`config.mk`:
```
export PLATFORM = sky130hd
export DESIGN_NAME = slab_free_list_allocator_core_flat
export DESIGN_NICKNAME = d
export VERILOG_FILES = /design/src/hdl/sfla_pkg.sv /design/src/hdl/sfla_if.sv /design/src/hdl/sfla_ctrl.sv /design/src/hdl/sfla_dp.sv /design/src/hdl/slab_free_list_allocator_core.sv /design/src/flat_wrapper.sv
export VERILOG_INCLUDE_DIRS = /design/src /design/src/hdl
export SDC_FILE = /design/constraint.sdc
export NUM_CORES = 2
export LEC_CHECK = 0
export BUFFER_PORTS_ARGS = -buffer_cell sky130_fd_sc_hd__buf_2
export CORE_MARGIN = 5
export CORE_UTILIZATION = 45
export CTS_CLUSTER_SIZE = 40
export DETAILED_ROUTE_END_ITERATION = 16
export PLACE_DENSITY = 0.67
export SLEW_MARGIN = 20
export SYNTH_ARGS = -nofsm -noshare
export SYNTH_HDL_FRONTEND = slang
export SYNTH_SLANG_ARGS = --single-unit
```
`constraint.sdc`:
```
create_clock -name clk_i -period 9.8 [get_ports clk_i]
set_input_delay 1.47 -clock clk_i [delete_from_list [all_inputs] [get_ports clk_i]]
set_output_delay 1.47 -clock clk_i [all_outputs]
set_load 0.005 [all_outputs]
```
`src/hdl/slab_free_list_allocator_core_defines.svh`:
```
// assertion macros shared by the slab allocator modules
// expects clk_i and rst_ni in the scope where a macro is used
`ifndef SLAB_FREE_LIST_ALLOCATOR_CORE_DEFINES_SVH
`define SLAB_FREE_LIST_ALLOCATOR_CORE_DEFINES_SVH

// same-cycle implication
`define SFLA_ASSERT_NOW(lbl, ante, cons, msg) \
  lbl: assert property (@(posedge clk_i) disable iff (!rst_ni) (ante) |-> (cons)) \
    else $error(msg);

// next-cycle implication
`define SFLA_ASSERT_NEXT(lbl, ante, cons, msg) \
  lbl: assert property (@(posedge clk_i) disable iff (!rst_ni) (ante) |=> (cons)) \
    else $error(msg);

`endif

```
`src/hdl/sfla_pkg.sv`:
```
// types, constants and helpers for the slab free-list allocator
// no dependencies
`timescale 1ns / 1ps

package sfla_pkg;

  localparam int NUM_SLABS = 256;
  localparam int SLAB_W    = $clog2(NUM_SLABS);
  // head can run past the region after bumps, keep headroom
  localparam int HEAD_W    = SLAB_W + 2;
  localparam int IDX_W     = 8;
  localparam int CNT_W     = 9;
  localparam int SLAB_COUNT_RST = 256;

  typedef enum logic [1:0] {
    ST_OK    = 2'd0,
    ST_EMPTY = 2'd1,
    ST_RANGE = 2'd2
  } sfla_status_e;

  typedef enum logic {
    MODE_ALLOC   = 1'b0,
    MODE_RELEASE = 1'b1
  } sfla_mode_e;

  typedef enum logic {
    S_IDLE = 1'b0,
    S_EXEC = 1'b1
  } sfla_state_e;

  typedef struct packed {
    logic capture;
    logic commit;
  } sfla_cmd_t;

  typedef struct packed {
    logic out_free;
  } sfla_sts_t;

  function automatic logic [CNT_W-1:0] eff_count(input logic [CNT_W-1:0] cnt);
    logic [CNT_W-1:0] lim;
    lim = CNT_W'(NUM_SLABS);
    return (cnt > lim) ? lim : cnt;
  endfunction

endpackage

```
`src/hdl/sfla_if.sv`:
```
// request and response channel interfaces of the slab allocator
// depends on sfla_pkg
`timescale 1ns / 1ps

interface sfla_req_if;
  logic                       valid;
  logic                       ready;
  logic                       mode;
  logic [sfla_pkg::IDX_W-1:0] slab_index;

  modport source (output valid, output mode, output slab_index, input ready);
  modport sink (input valid, input mode, input slab_index, output ready);
endinterface

interface sfla_rsp_if;
  logic                       valid;
  logic                       ready;
  logic [1:0]                 status;
  logic [sfla_pkg::IDX_W-1:0] granted_index;
  logic [sfla_pkg::CNT_W-1:0] free_count;

  modport source (output valid, output status, output granted_index, output free_count,
                  input ready);
  modport sink (input valid, input status, input granted_index, input free_count,
                output ready);
endinterface

```
`src/hdl/sfla_ctrl.sv`:
```
// control state machine of the slab allocator: capture, then commit
// depends on sfla_pkg and the defines header
`timescale 1ns / 1ps
`include "slab_free_list_allocator_core_defines.svh"

module sfla_ctrl (
  input  logic                clk_i,
  input  logic                rst_ni,
  input  logic                in_valid_i,
  output logic                in_ready_o,
  input  sfla_pkg::sfla_sts_t sts_i,
  output sfla_pkg::sfla_cmd_t cmd_o
);

  sfla_pkg::sfla_state_e state_q, state_d;

  always_ff @(posedge clk_i or negedge rst_ni) begin
    if (!rst_ni) begin
      state_q <= sfla_pkg::S_IDLE;
    end else begin
      state_q <= state_d;
    end
  end

  always_comb begin
    state_d       = state_q;
    in_ready_o    = 1'b0;
    cmd_o.capture = 1'b0;
    cmd_o.commit  = 1'b0;
    case (state_q)
      sfla_pkg::S_IDLE: begin
        in_ready_o    = 1'b1;
        cmd_o.capture = in_valid_i;
        if (in_valid_i) begin
          state_d = sfla_pkg::S_EXEC;
        end
      end
      sfla_pkg::S_EXEC: begin
        // link read data is ready now, wait only for the output slot
        if (sts_i.out_free) begin
          cmd_o.commit = 1'b1;
          state_d      = sfla_pkg::S_IDLE;
        end
      end
      default: begin
        state_d = sfla_pkg::S_IDLE;
      end
    endcase
  end

  `SFLA_ASSERT_NEXT(a_capture_to_exec, cmd_o.capture, state_q == sfla_pkg::S_EXEC, "capture did not enter exec")
  `SFLA_ASSERT_NEXT(a_stall_holds, (state_q == sfla_pkg::S_EXEC) && !sts_i.out_free, state_q == sfla_pkg::S_EXEC, "left exec without output slot")
  `SFLA_ASSERT_NOW(a_commit_needs_slot, cmd_o.commit, sts_i.out_free && (state_q == sfla_pkg::S_EXEC), "commit without free output slot")

endmodule

```
`src/hdl/sfla_dp.sv`:
```
// datapath of the slab allocator: link memory, head, free count, result register
// depends on sfla_pkg and the defines header
`timescale 1ns / 1ps
`include "slab_free_list_allocator_core_defines.svh"

module sfla_dp (
  input  logic                       clk_i,
  input  logic                       rst_ni,
  input  logic                       cfg_we_i,
  input  logic [sfla_pkg::CNT_W-1:0] cfg_wdata_i,
  input  logic                       mode_i,
  input  logic [sfla_pkg::IDX_W-1:0] slab_index_i,
  input  logic                       rsp_ready_i,
  output logic                       rsp_valid_o,
  output logic [1:0]                 status_o,
  output logic [sfla_pkg::IDX_W-1:0] granted_index_o,
  output logic [sfla_pkg::CNT_W-1:0] free_count_o,
  input  sfla_pkg::sfla_cmd_t        cmd_i,
  output sfla_pkg::sfla_sts_t        sts_o
);

  localparam int HW = sfla_pkg::HEAD_W;
  localparam int SW = sfla_pkg::SLAB_W;
  localparam int CW = sfla_pkg::CNT_W;
  localparam int IW = sfla_pkg::IDX_W;

  // link entries: 0 is null, k+1 points at slab k
  logic [HW-1:0] link_mem [sfla_pkg::NUM_SLABS];

  logic [CW-1:0] slab_count_q;
  logic [HW-1:0] head_q, head_d;
  logic [CW-1:0] free_q, free_d;
  logic          null0_q, null0_d;
  logic          mode_q;
  logic [IW-1:0] idx_q;
  logic [HW-1:0] rd_link_q;

  logic                   out_valid_q;
  sfla_pkg::sfla_status_e out_status_q, status_d;
  logic [IW-1:0]          out_grant_q, grant_d;
  logic [CW-1:0]          out_free_q;

  logic [CW-1:0] eff;
  logic [HW-1:0] head_inc;
  logic          link_null;
  logic          idx_ok;
  logic          wr_en;
  logic [SW-1:0] wr_addr;
  logic [HW-1:0] wr_data;

  assign eff      = sfla_pkg::eff_count(slab_count_q);
  assign head_inc = head_q + 1'b1;
  assign idx_ok   = CW'(idx_q) < eff;
  // entry 0 is null after init until slab 0 is released
  assign link_null = (head_q >= HW'(sfla_pkg::NUM_SLABS))
                  || ((head_q == '0) && null0_q)
                  || (rd_link_q == '0);

  always_comb begin
    head_d   = head_q;
    free_d   = free_q;
    null0_d  = null0_q;
    status_d = sfla_pkg::ST_OK;
    grant_d  = '0;
    wr_en    = 1'b0;
    wr_addr  = head_inc[SW-1:0];
    wr_data  = '0;
    if (mode_q == sfla_pkg::MODE_ALLOC) begin
      if (free_q == '0) begin
        status_d = sfla_pkg::ST_EMPTY;
      end else begin
        free_d  = free_q - 1'b1;
        grant_d = head_q[IW-1:0];
        if (link_null) begin
          // bump to the adjacent slab and mark its link null
          head_d = head_inc;
          wr_en  = cmd_i.commit && (head_inc < HW'(sfla_pkg::NUM_SLABS));
        end else begin
          head_d = rd_link_q - 1'b1;
        end
      end
    end else begin
      if (!idx_ok) begin
        status_d = sfla_pkg::ST_RANGE;
      end else begin
        wr_en   = cmd_i.commit;
        wr_addr = idx_q[SW-1:0];
        wr_data = head_inc;
        head_d  = HW'(idx_q);
        if (idx_q == '0) begin
          null0_d = 1'b0;
        end
        if (free_q < eff) begin
          free_d = free_q + 1'b1;
        end
      end
    end
  end

  always_ff @(posedge clk_i) begin
    if (wr_en) begin
      link_mem[wr_addr] <= wr_data;
    end
    if (cmd_i.capture) begin
      rd_link_q <= link_mem[head_q[SW-1:0]];
    end
  end

  always_ff @(posedge clk_i) begin
    if (cmd_i.capture) begin
      mode_q <= mode_i;
      idx_q  <= slab_index_i;
    end
    if (cmd_i.commit) begin
      out_status_q <= status_d;
      out_grant_q  <= grant_d;
      out_free_q   <= free_d;
    end
  end

  always_ff @(posedge clk_i or negedge rst_ni) begin
    if (!rst_ni) begin
      slab_count_q <= CW'(sfla_pkg::SLAB_COUNT_RST);
      head_q       <= '0;
      free_q       <= sfla_pkg::eff_count(CW'(sfla_pkg::SLAB_COUNT_RST));
      null0_q      <= 1'b1;
    end else if (cfg_we_i) begin
      slab_count_q <= cfg_wdata_i;
      head_q       <= '0;
      free_q       <= sfla_pkg::eff_count(cfg_wdata_i);
      null0_q      <= 1'b1;
    end else if (cmd_i.commit) begin
      head_q  <= head_d;
      free_q  <= free_d;
      null0_q <= null0_d;
    end
  end

  always_ff @(posedge clk_i or negedge rst_ni) begin
    if (!rst_ni) begin
      out_valid_q <= 1'b0;
    end else if (cmd_i.commit) begin
      out_valid_q <= 1'b1;
    end else if (rsp_ready_i) begin
      out_valid_q <= 1'b0;
    end
  end

  assign sts_o.out_free  = !out_valid_q || rsp_ready_i;
  assign rsp_valid_o     = out_valid_q;
  assign status_o        = out_status_q;
  assign granted_index_o = out_grant_q;
  assign free_count_o    = out_free_q;

  `SFLA_ASSERT_NOW(a_free_within_count, 1'b1, free_q <= eff, "free count above slab count")
  `SFLA_ASSERT_NEXT(a_alloc_takes_one, cmd_i.commit && !cfg_we_i && (mode_q == sfla_pkg::MODE_ALLOC) && (free_q != '0), free_q == $past(free_q) - 1'b1, "allocate did not take one slab")
  `SFLA_ASSERT_NEXT(a_range_no_change, cmd_i.commit && !cfg_we_i && (mode_q == sfla_pkg::MODE_RELEASE) && !idx_ok, $stable(head_q) && $stable(free_q), "ignored release changed state")

endmodule

```
`src/hdl/slab_free_list_allocator_core.sv`:
```
// slab free-list allocator: an item takes two steps, a capture that reads the head link
// from the synchronous link memory, then a commit that updates head, count and result.
// a new item is taken only after the last one commits; the result register frees the
// input side while a result waits. reset is asynchronous, active low: slab
// count 256, head 0, all slabs free, no memory clearing pass.
`timescale 1ns / 1ps

module slab_free_list_allocator_core (
  input  logic                       clk_i,
  input  logic                       rst_ni,
  input  logic                       cfg_we_i,
  input  logic [sfla_pkg::CNT_W-1:0] cfg_wdata_i,
  sfla_req_if.sink                   req_i,
  sfla_rsp_if.source                 rsp_o
);

  sfla_pkg::sfla_cmd_t cmd;
  sfla_pkg::sfla_sts_t sts;

  sfla_ctrl u_ctrl (
    .clk_i      (clk_i),
    .rst_ni     (rst_ni),
    .in_valid_i (req_i.valid),
    .in_ready_o (req_i.ready),
    .sts_i      (sts),
    .cmd_o      (cmd)
  );

  sfla_dp u_dp (
    .clk_i           (clk_i),
    .rst_ni          (rst_ni),
    .cfg_we_i        (cfg_we_i),
    .cfg_wdata_i     (cfg_wdata_i),
    .mode_i          (req_i.mode),
    .slab_index_i    (req_i.slab_index),
    .rsp_ready_i     (rsp_o.ready),
    .rsp_valid_o     (rsp_o.valid),
    .status_o        (rsp_o.status),
    .granted_index_o (rsp_o.granted_index),
    .free_count_o    (rsp_o.free_count),
    .cmd_i           (cmd),
    .sts_o           (sts)
  );

endmodule

```
`src/flat_wrapper.sv`:
```
// flat-port wrapper written by rule: the top's interface ports become plain ports
module slab_free_list_allocator_core_flat 
  (clk_i, rst_ni, cfg_we_i, cfg_wdata_i, req_i_valid, req_i_mode, req_i_slab_index, req_i_ready, rsp_o_valid, rsp_o_status, rsp_o_granted_index, rsp_o_free_count, rsp_o_ready);
  sfla_req_if req_i_i ();
  sfla_rsp_if rsp_o_i ();
  input  logic clk_i;
  input  logic rst_ni;
  input  logic cfg_we_i;
  input  logic [sfla_pkg::CNT_W-1:0] cfg_wdata_i;
  input wire logic [$bits(req_i_i.valid)-1:0] req_i_valid;
  input wire logic [$bits(req_i_i.mode)-1:0] req_i_mode;
  input wire logic [$bits(req_i_i.slab_index)-1:0] req_i_slab_index;
  output wire logic [$bits(req_i_i.ready)-1:0] req_i_ready;
  output wire logic [$bits(rsp_o_i.valid)-1:0] rsp_o_valid;
  output wire logic [$bits(rsp_o_i.status)-1:0] rsp_o_status;
  output wire logic [$bits(rsp_o_i.granted_index)-1:0] rsp_o_granted_index;
  output wire logic [$bits(rsp_o_i.free_count)-1:0] rsp_o_free_count;
  input wire logic [$bits(rsp_o_i.ready)-1:0] rsp_o_ready;
  assign req_i_i.valid = req_i_valid;
  assign req_i_i.mode = req_i_mode;
  assign req_i_i.slab_index = req_i_slab_index;
  assign req_i_ready = req_i_i.ready;
  assign rsp_o_valid = rsp_o_i.valid;
  assign rsp_o_status = rsp_o_i.status;
  assign rsp_o_granted_index = rsp_o_i.granted_index;
  assign rsp_o_free_count = rsp_o_i.free_count;
  assign rsp_o_i.ready = rsp_o_ready;
  slab_free_list_allocator_core u_core (.clk_i(clk_i), .rst_ni(rst_ni), .cfg_we_i(cfg_we_i), .cfg_wdata_i(cfg_wdata_i), .req_i(req_i_i), .rsp_o(rsp_o_i));
endmodule
```
# Word level (Yosys, flattened, before mapping)
# Memories as Yosys holds them, arrays and structs flattened. A register that Yosys moved wholly into a read port is not among the register bits.
# Cells that the tools add are included.
# totals
mem_bits_rw	2560
reg_bits	59
memories	1
elab_cells	84
# op_classes
reduce_logical	18
n_addsub	4
n_lt_le_gt_ge	6
n_eq_ne	2
bitwise	1
mux	41
# mem_list
memory	words	width	rd	rd_ports_with_merged_regs	write_ports	line_no	source
u_core.u_dp.link_mem	256	10	1	1	1	sfla_dp.sv:28	logic [HW-1:0] link_mem [sfla_pkg::NUM_SLABS];
# op_table
op	n
$mux 10	8
$mux 9	8
$logic_not 10->1	2
$mux 1	20
$gt 9x9->1 const B	2
$mux 8	2
$add 10x1->10 const B	1
$ge 10x9->1 const B	1
$lt 10x9->1 const B	1
$reduce_bool 2->1	5
$sub 10x1->10 const B	1
$add 9x1->9 const B	1
$logic_not 9->1	1
$lt 8x9->1	1
$lt 9x9->1	1
$sub 9x1->9 const B	1
$logic_not 8->1	1
$mux 2	2
$reduce_and 4->1	1
$logic_or 1x1->1	3
$ne 3x2->1 const B	1
$ne 3x3->1 const B	1
$reduce_and 3->1	1
$logic_and 1x1->1	2
4 further kinds	4

# Longest topological paths before layout
# logic_depth
ltp_word	10
ltp_mapped	15
depth_no_buf	11

# Hierarchy
# A second synthesis with hierarchy kept.
# hier_totals
hier_cells	4950
hier_area_um2	103197.7
# by_module_without_submodules
module	seq_area_each_um2	instances	cells_each	area_per_inst_um2
sfla_dp	78769.3	1	4944	103143.9
sfla_ctrl	25.0	1	6	53.8

# Worst setup path before layout
# Ideal clock, no wire load.
# synth_timing
kind	register to register
startpoint	reg u_core.u_dp.slab_count_q[8]
endpoint	mem u_core.u_dp.link_mem[0][7] in the netlist's numbering, data pin
slack_ns	0.024
stages_incl_launch_ff	11
setup_ns	1.454
path_buffers	2
period_less_slack_ns	9.776
arrival_time_ns	8.323
path_cell_list	dfstp_2 > clkinv_1 > nand2_1 > ha_1 > a21o_1 > a21oi_1 > o221ai_1 > nand2b_1 > buf_2 > buf_1 > nor2b_1
# synth_via
elab_chain_cells	5
# synth_lines
item	line_no	source
from (decl)	sfla_dp.sv:30	logic [CW-1:0] slab_count_q;
from (signal assigned)	sfla_dp.sv:123	slab_count_q <= CW'(sfla_pkg::SLAB_COUNT_RST);
from (signal assigned)	sfla_dp.sv:128	slab_count_q <= cfg_wdata_i;
$gt 9x9->1	sfla_pkg.sv:43	return (cnt > lim) ? lim : cnt;
$mux 9 *	sfla_pkg.sv:43	
$lt 8x9->1 *	sfla_dp.sv:53	assign idx_ok = CW'(idx_q) < eff;
$mux 10 *	sfla_dp.sv:83	if (!idx_ok) begin
$mux 10 *	sfla_dp.sv:68	if (mode_q == sfla_pkg::MODE_ALLOC) begin
named net u_core.u_dp.wr_data[7]	sfla_dp.sv:49	logic [HW-1:0] wr_data;
to (decl)	sfla_dp.sv:28	
# Mark *: on every way through the listed nets, which the timed path passes. The rest lies on a longest branch.

# Worst setup path in the final report
# layout_timing
startpoint	reg u_core.u_dp.slab_count_q[8]
endpoint	mem u_core.u_dp.link_mem[57][3] in the netlist's numbering (enable)
# layout_via
elab_chain_cells	7
word_cells_on_any_way	9
cone_classes	order compare: 2; mux: 7
# layout_lines
item	line_no	source
$gt 9x9->1	sfla_pkg.sv:43	
$mux 9 *	sfla_pkg.sv:43	
$lt 8x9->1 *	sfla_dp.sv:53	
$mux 1	sfla_dp.sv:83	
$mux 1	sfla_dp.sv:68	
$mux 1	sfla_dp.sv:101	if (wr_en) begin
$mux 1 (not written as such)	sfla_dp.sv:102	link_mem[wr_addr] <= wr_data;
# Mark *: on every way between the ends. The rest lies on a longest branch, timed or not.

==> implementation parameters <==
Parameter                              Value

CTS
  Number of buffers inserted for hold repair after clock tree synthesis ... 0
  Clock Latency Late Sink ... around 950 ps
  Post-CTS repair timing setup buffer count ... 0
  Clock tree from TritonCTS ... built
  Deepest level of the CTS H-tree ... 5
  CTS resizes ... 0
  Clock Path Buffers ... 4
  Number of buffers created by CTS ... approximately 280
  Number of clock sinks ... 2,629
  CTS clk-pin slew, worst paths ... about 60 ps
  CTS Root Cell ... clkbuf_16

Route
  Average via count per standard cell ... 6.30
  Average wire per standard cell ... around 32 um
  Detailed-route DRC error count ... 0
  WL final ... approximately 270 mm
  Count of vias placed by the detailed router ... between 50,000 and 60,000
  Number of detailed-route iterations in the first pass ... 5
  Iteration-0 DRC Markers ... about 7,100
  Residual antenna-violating net count after detailed routing ... 0

Logic synthesis
  Arithmetic-cell share of the synthesized area counting full adders, half adders and majority gates ... 0.244%
  Post-Synth XOR/XNOR Area ... 0.256%
  Synth top area cells ... edfxtp_1 76%, mux4_2 13%, mux2i_1 1.5%
  Largest family of logic cells by synthesized area ... multiplexers
  Area fraction in compound gates after synthesis ... approximately 3.3%
  Warning count from the yosys run ... 0
  Avg Cell Area, Syn ... just over 20 um^2
  Cell variety after synth ... 77
  Post-Synthesis Cells ... ~4,900
  Cell area after synthesis ... between 100,000 and 150,000 um^2
  Sequential share of the synthesized area ... 76.7%
  Count of flip-flops with a built-in enable after synthesis ... ~2,600
  Flip-flop and latch count after synthesis ... 2,629
  Post-synth top flop ... edfxtp_1
  Post-synthesis share of cell area spent on and, or, nand and nor gates ... between 2 and 3%
  Synthesized netlist net count ... about 5,000
  Top cell type's share of synthesized area ... between 70% and 80%
  Leading area contributor after synthesis ... edfxtp_1
  Portion of netlist area occupied by mux cells ... between 10% and 20%
  Share of synthesized flip-flops with an asynchronous set or reset ... approximately 1.2%

Timing
  Final worst-path setup slack ... between 3000 and 4000 ps
  Final count of hold timing violations ... 0
  Post-route clock skew ... approximately 67 ps
  Final Max Tran Viols ... 0
  Max-slew headroom at the worst pin ... 9.89%
  Measured slew at the worst slew-check pin ... around 1300 ps
  Final clock period utilization by the worst path ... 64.0%
  Post-route setup TNS ... 0 ps
  Max frequency ... 159 MHz
  Time the final worst path needs with I/O delays and setup ... roughly 6300 ps
  Final count of negative-setup-slack endpoints ... 0
  Setup repair after global routing missed its margin ... false

Final layout
  Number of nets in the final layout ... approximately 5,000
  FILL cells ... 17,700
  Post-Route Utilization ... about half
  Signed area change from the synthesized netlist to the final layout ... 11.7%
  Layout cells sized above 1 ... 22.6%

Critical path
  Reg2Reg Depth ... 10
  Highest fanout seen on the critical path ... 36
  Termination of the worst setup path ... u_core.u_dp.link_mem[57][3]$_DFFE_PP_
  Critical path data arrival time ... 6780 ps
  Type of the worst setup path ... flop to flop
  Critical path origin ... u_core.u_dp.slab_count_q[8]$_DFFE_PN1P_
  CP Launch Type ... flop
  Kind of capture point of the worst setup path ... flop
  Data required time at the worst endpoint ... slightly above 10,000 ps
  Startpoint of the lowest-slack register-to-register path ... u_core.u_dp.slab_count_q[8]$_DFFE_PN1P_
  FF-to-FF setup slack ... roughly 3500 ps
  Reg-to-reg endpoint ... u_core.u_dp.link_mem[57][3]$_DFFE_PP_

Hold path
  Startpoint of the most critical hold path ... u_core.u_dp.rsp_valid_o$_DFFE_PN0P_
  Classification of the worst-slack hold path ... flop to flop

Floorplanning
  Die Y ... a little under 500 um
  Area of the die ... approximately 240,000 um^2
  IO Pins ... 44
  Effective utilization at floorplan ... about 45%
  Die X ... around 500 um
  Row Count ... about 180
  Area of the placeable core ... 227,000 um^2

Global routing
  First-pass GRT wire length ... around 380 mm
  Largest net degree at the start of global routing ... roughly 190
  Via count of the first global-routing pass ... around 50,000
  Overall global routing resource usage ... 22.3%
  GR Overflow Total ... 0
  Initial antenna violation count ... 6

Outcome
  Outcome ... finished clean

Placement
  Detail Placement HPWL ... around 160 mm
  Port Buffer Count ... 43
  Setup Slack @ Placement ... approximately 3800 ps
  RePlAce Congestion ... between 0.8 and 0.9

Pwr
  Max rail drop VDD ... 161 uV
  Reported leakage power ... roughly 37 nW
  PwrDens ... ~250 nW/um^2

Job
  Reported max-cap violation count ... 0
==> power by group <==
group	switching (W)	internal (W)	total, W
Clock	0.00417	0.00589	0.0101
Sequential	0.000199	0.0128	0.0130
Combinational	0.00353	0.00185	0.00538
Total	0.00790	0.0205	0.0284
==> state kept, by name, summed over array words and instances, names as in the netlist, 2 cells and up <==
register and cells:
u_core.u_dp.link_mem 2560, u_core.u_dp.head_q 10, u_core.u_dp.rd_link_q 10, u_core.u_dp.free_count_o 9
u_core.u_dp.free_q 9, u_core.u_dp.slab_count_q 9, u_core.u_dp.granted_index_o 8, u_core.u_dp.idx_q 8
u_core.u_dp.status_o 2
==> routing by layer <==
layer / GRT usage, % / share of wire, %
met5: 0 / 0.0048
met4: 8.20 / 3.9
met2: 33.6 / 46
met1: 31.8 / 39
met3: 5.70 / 11
==> Yosys cell counts, types with 20 or more instances <==
| library cell | instances |
|---|---|
| nor4_1 | 23 |
| mux4_2 | 597 |
| edfxtp_1 | 2598 |
| a21oi_1 | 78 |
| buf_6 | 33 |
| ha_1 | 20 |
| o22ai_1 | 73 |
| mux2i_1 | 152 |
| nand2_1 | 191 |
| o221ai_1 | 31 |
| dfrtp_1 | 28 |
| a22o_1 | 29 |
| a22oi_1 | 84 |
| a211oi_1 | 36 |
| nand3_1 | 44 |
| nor2_1 | 309 |
| inv_1 | 22 |
| xnor2_1 | 20 |
| clkbuf_1 | 94 |
| buf_2 | 100 |
| o21ai_0 | 60 |
| buf_4 | 42 |
==> critical path, stage by stage, from the launching register on <==
cell,delay (ps)
dfstp_2,600
clkinv_1,260
nand2_1,180
ha_1,260
a21o_1,180
a21oi_1,240
o221ai_1,170
nand2b_2,700
o21ai_0,1270
nand2_1,890
nor2_1,1080
==> logic make-up after synthesis <==
| kind of cell | after synthesis |
|---|---|
| AOI/OAI and AO/OA | 493 |
| xor gates and xnor gates | 30 |
| adders and majority gates | 20 |
| buffers and inverters | 312 |
| DFF | 2629 |
| muxes | 767 |
| and+or+nand+nor | 686 |
==> per-stage QoR <==
stage	std cells	hold slack [ps]	instance area [um^2]	power, W
6_report	8273	513	115000	0.0284
3_3_place_gp	7796	508	106000	0.0185
5_1_grt	8267	546	115000	0.0293
4_1_cts	8265	515	115000	0.0285
2_1_floorplan	4937	490	103000	0.0166
3_5_place_dp	7797	501	106000	0.0185
==> cells in the final DEF (no fill, tap or decap), types with 46 or more instances in the layout <==
cell type  instances
nand2_1          187
nor2_1           298
clkbuf_1          46
buf_4             81
a21oi_1           78
a22oi_1           84
mux4_2           597
clkinv_1          49
mux2i_1          152
o21ai_0           57
edfxtp_1        2598
o22ai_1           73
clkbuf_16        283
==> area by class of cell <==
type | instances | area, um^2 | area share [%]
multi-input cells | 1996 | 22300 | 19.5
well taps | 3009 | 3760 | 3.28
clock inverters | 136 | 1260 | 1.10
inverters | 25 | 98.8 | 0.0862
flip-flops and latches | 2629 | 78800 | 68.7
clock buffers | 332 | 7300 | 6.36
repair buffers | 139 | 1120 | 0.973
diodes | 7 | 17.5 | 0.0153
==> worst min path at each step <==
stage	slack [ps]	to	depth (start not counted)
after floorplan	490	u_core.u_dp.null0_q$_DFFE_PN1P_	1
after global placement	510	u_core.u_dp.rsp_valid_o$_DFFE_PN0P_	2
after global routing	550	u_core.u_dp.null0_q$_DFFE_PN1P_	1
after detailed placement	500	u_core.u_dp.rsp_valid_o$_DFFE_PN0P_	2
after CTS	510	u_core.u_dp.rsp_valid_o$_DFFE_PN0P_	2
final	510	u_core.u_dp.rsp_valid_o$_DFFE_PN0P_	2
No activity file was read; power rests on OpenSTA's default activity.
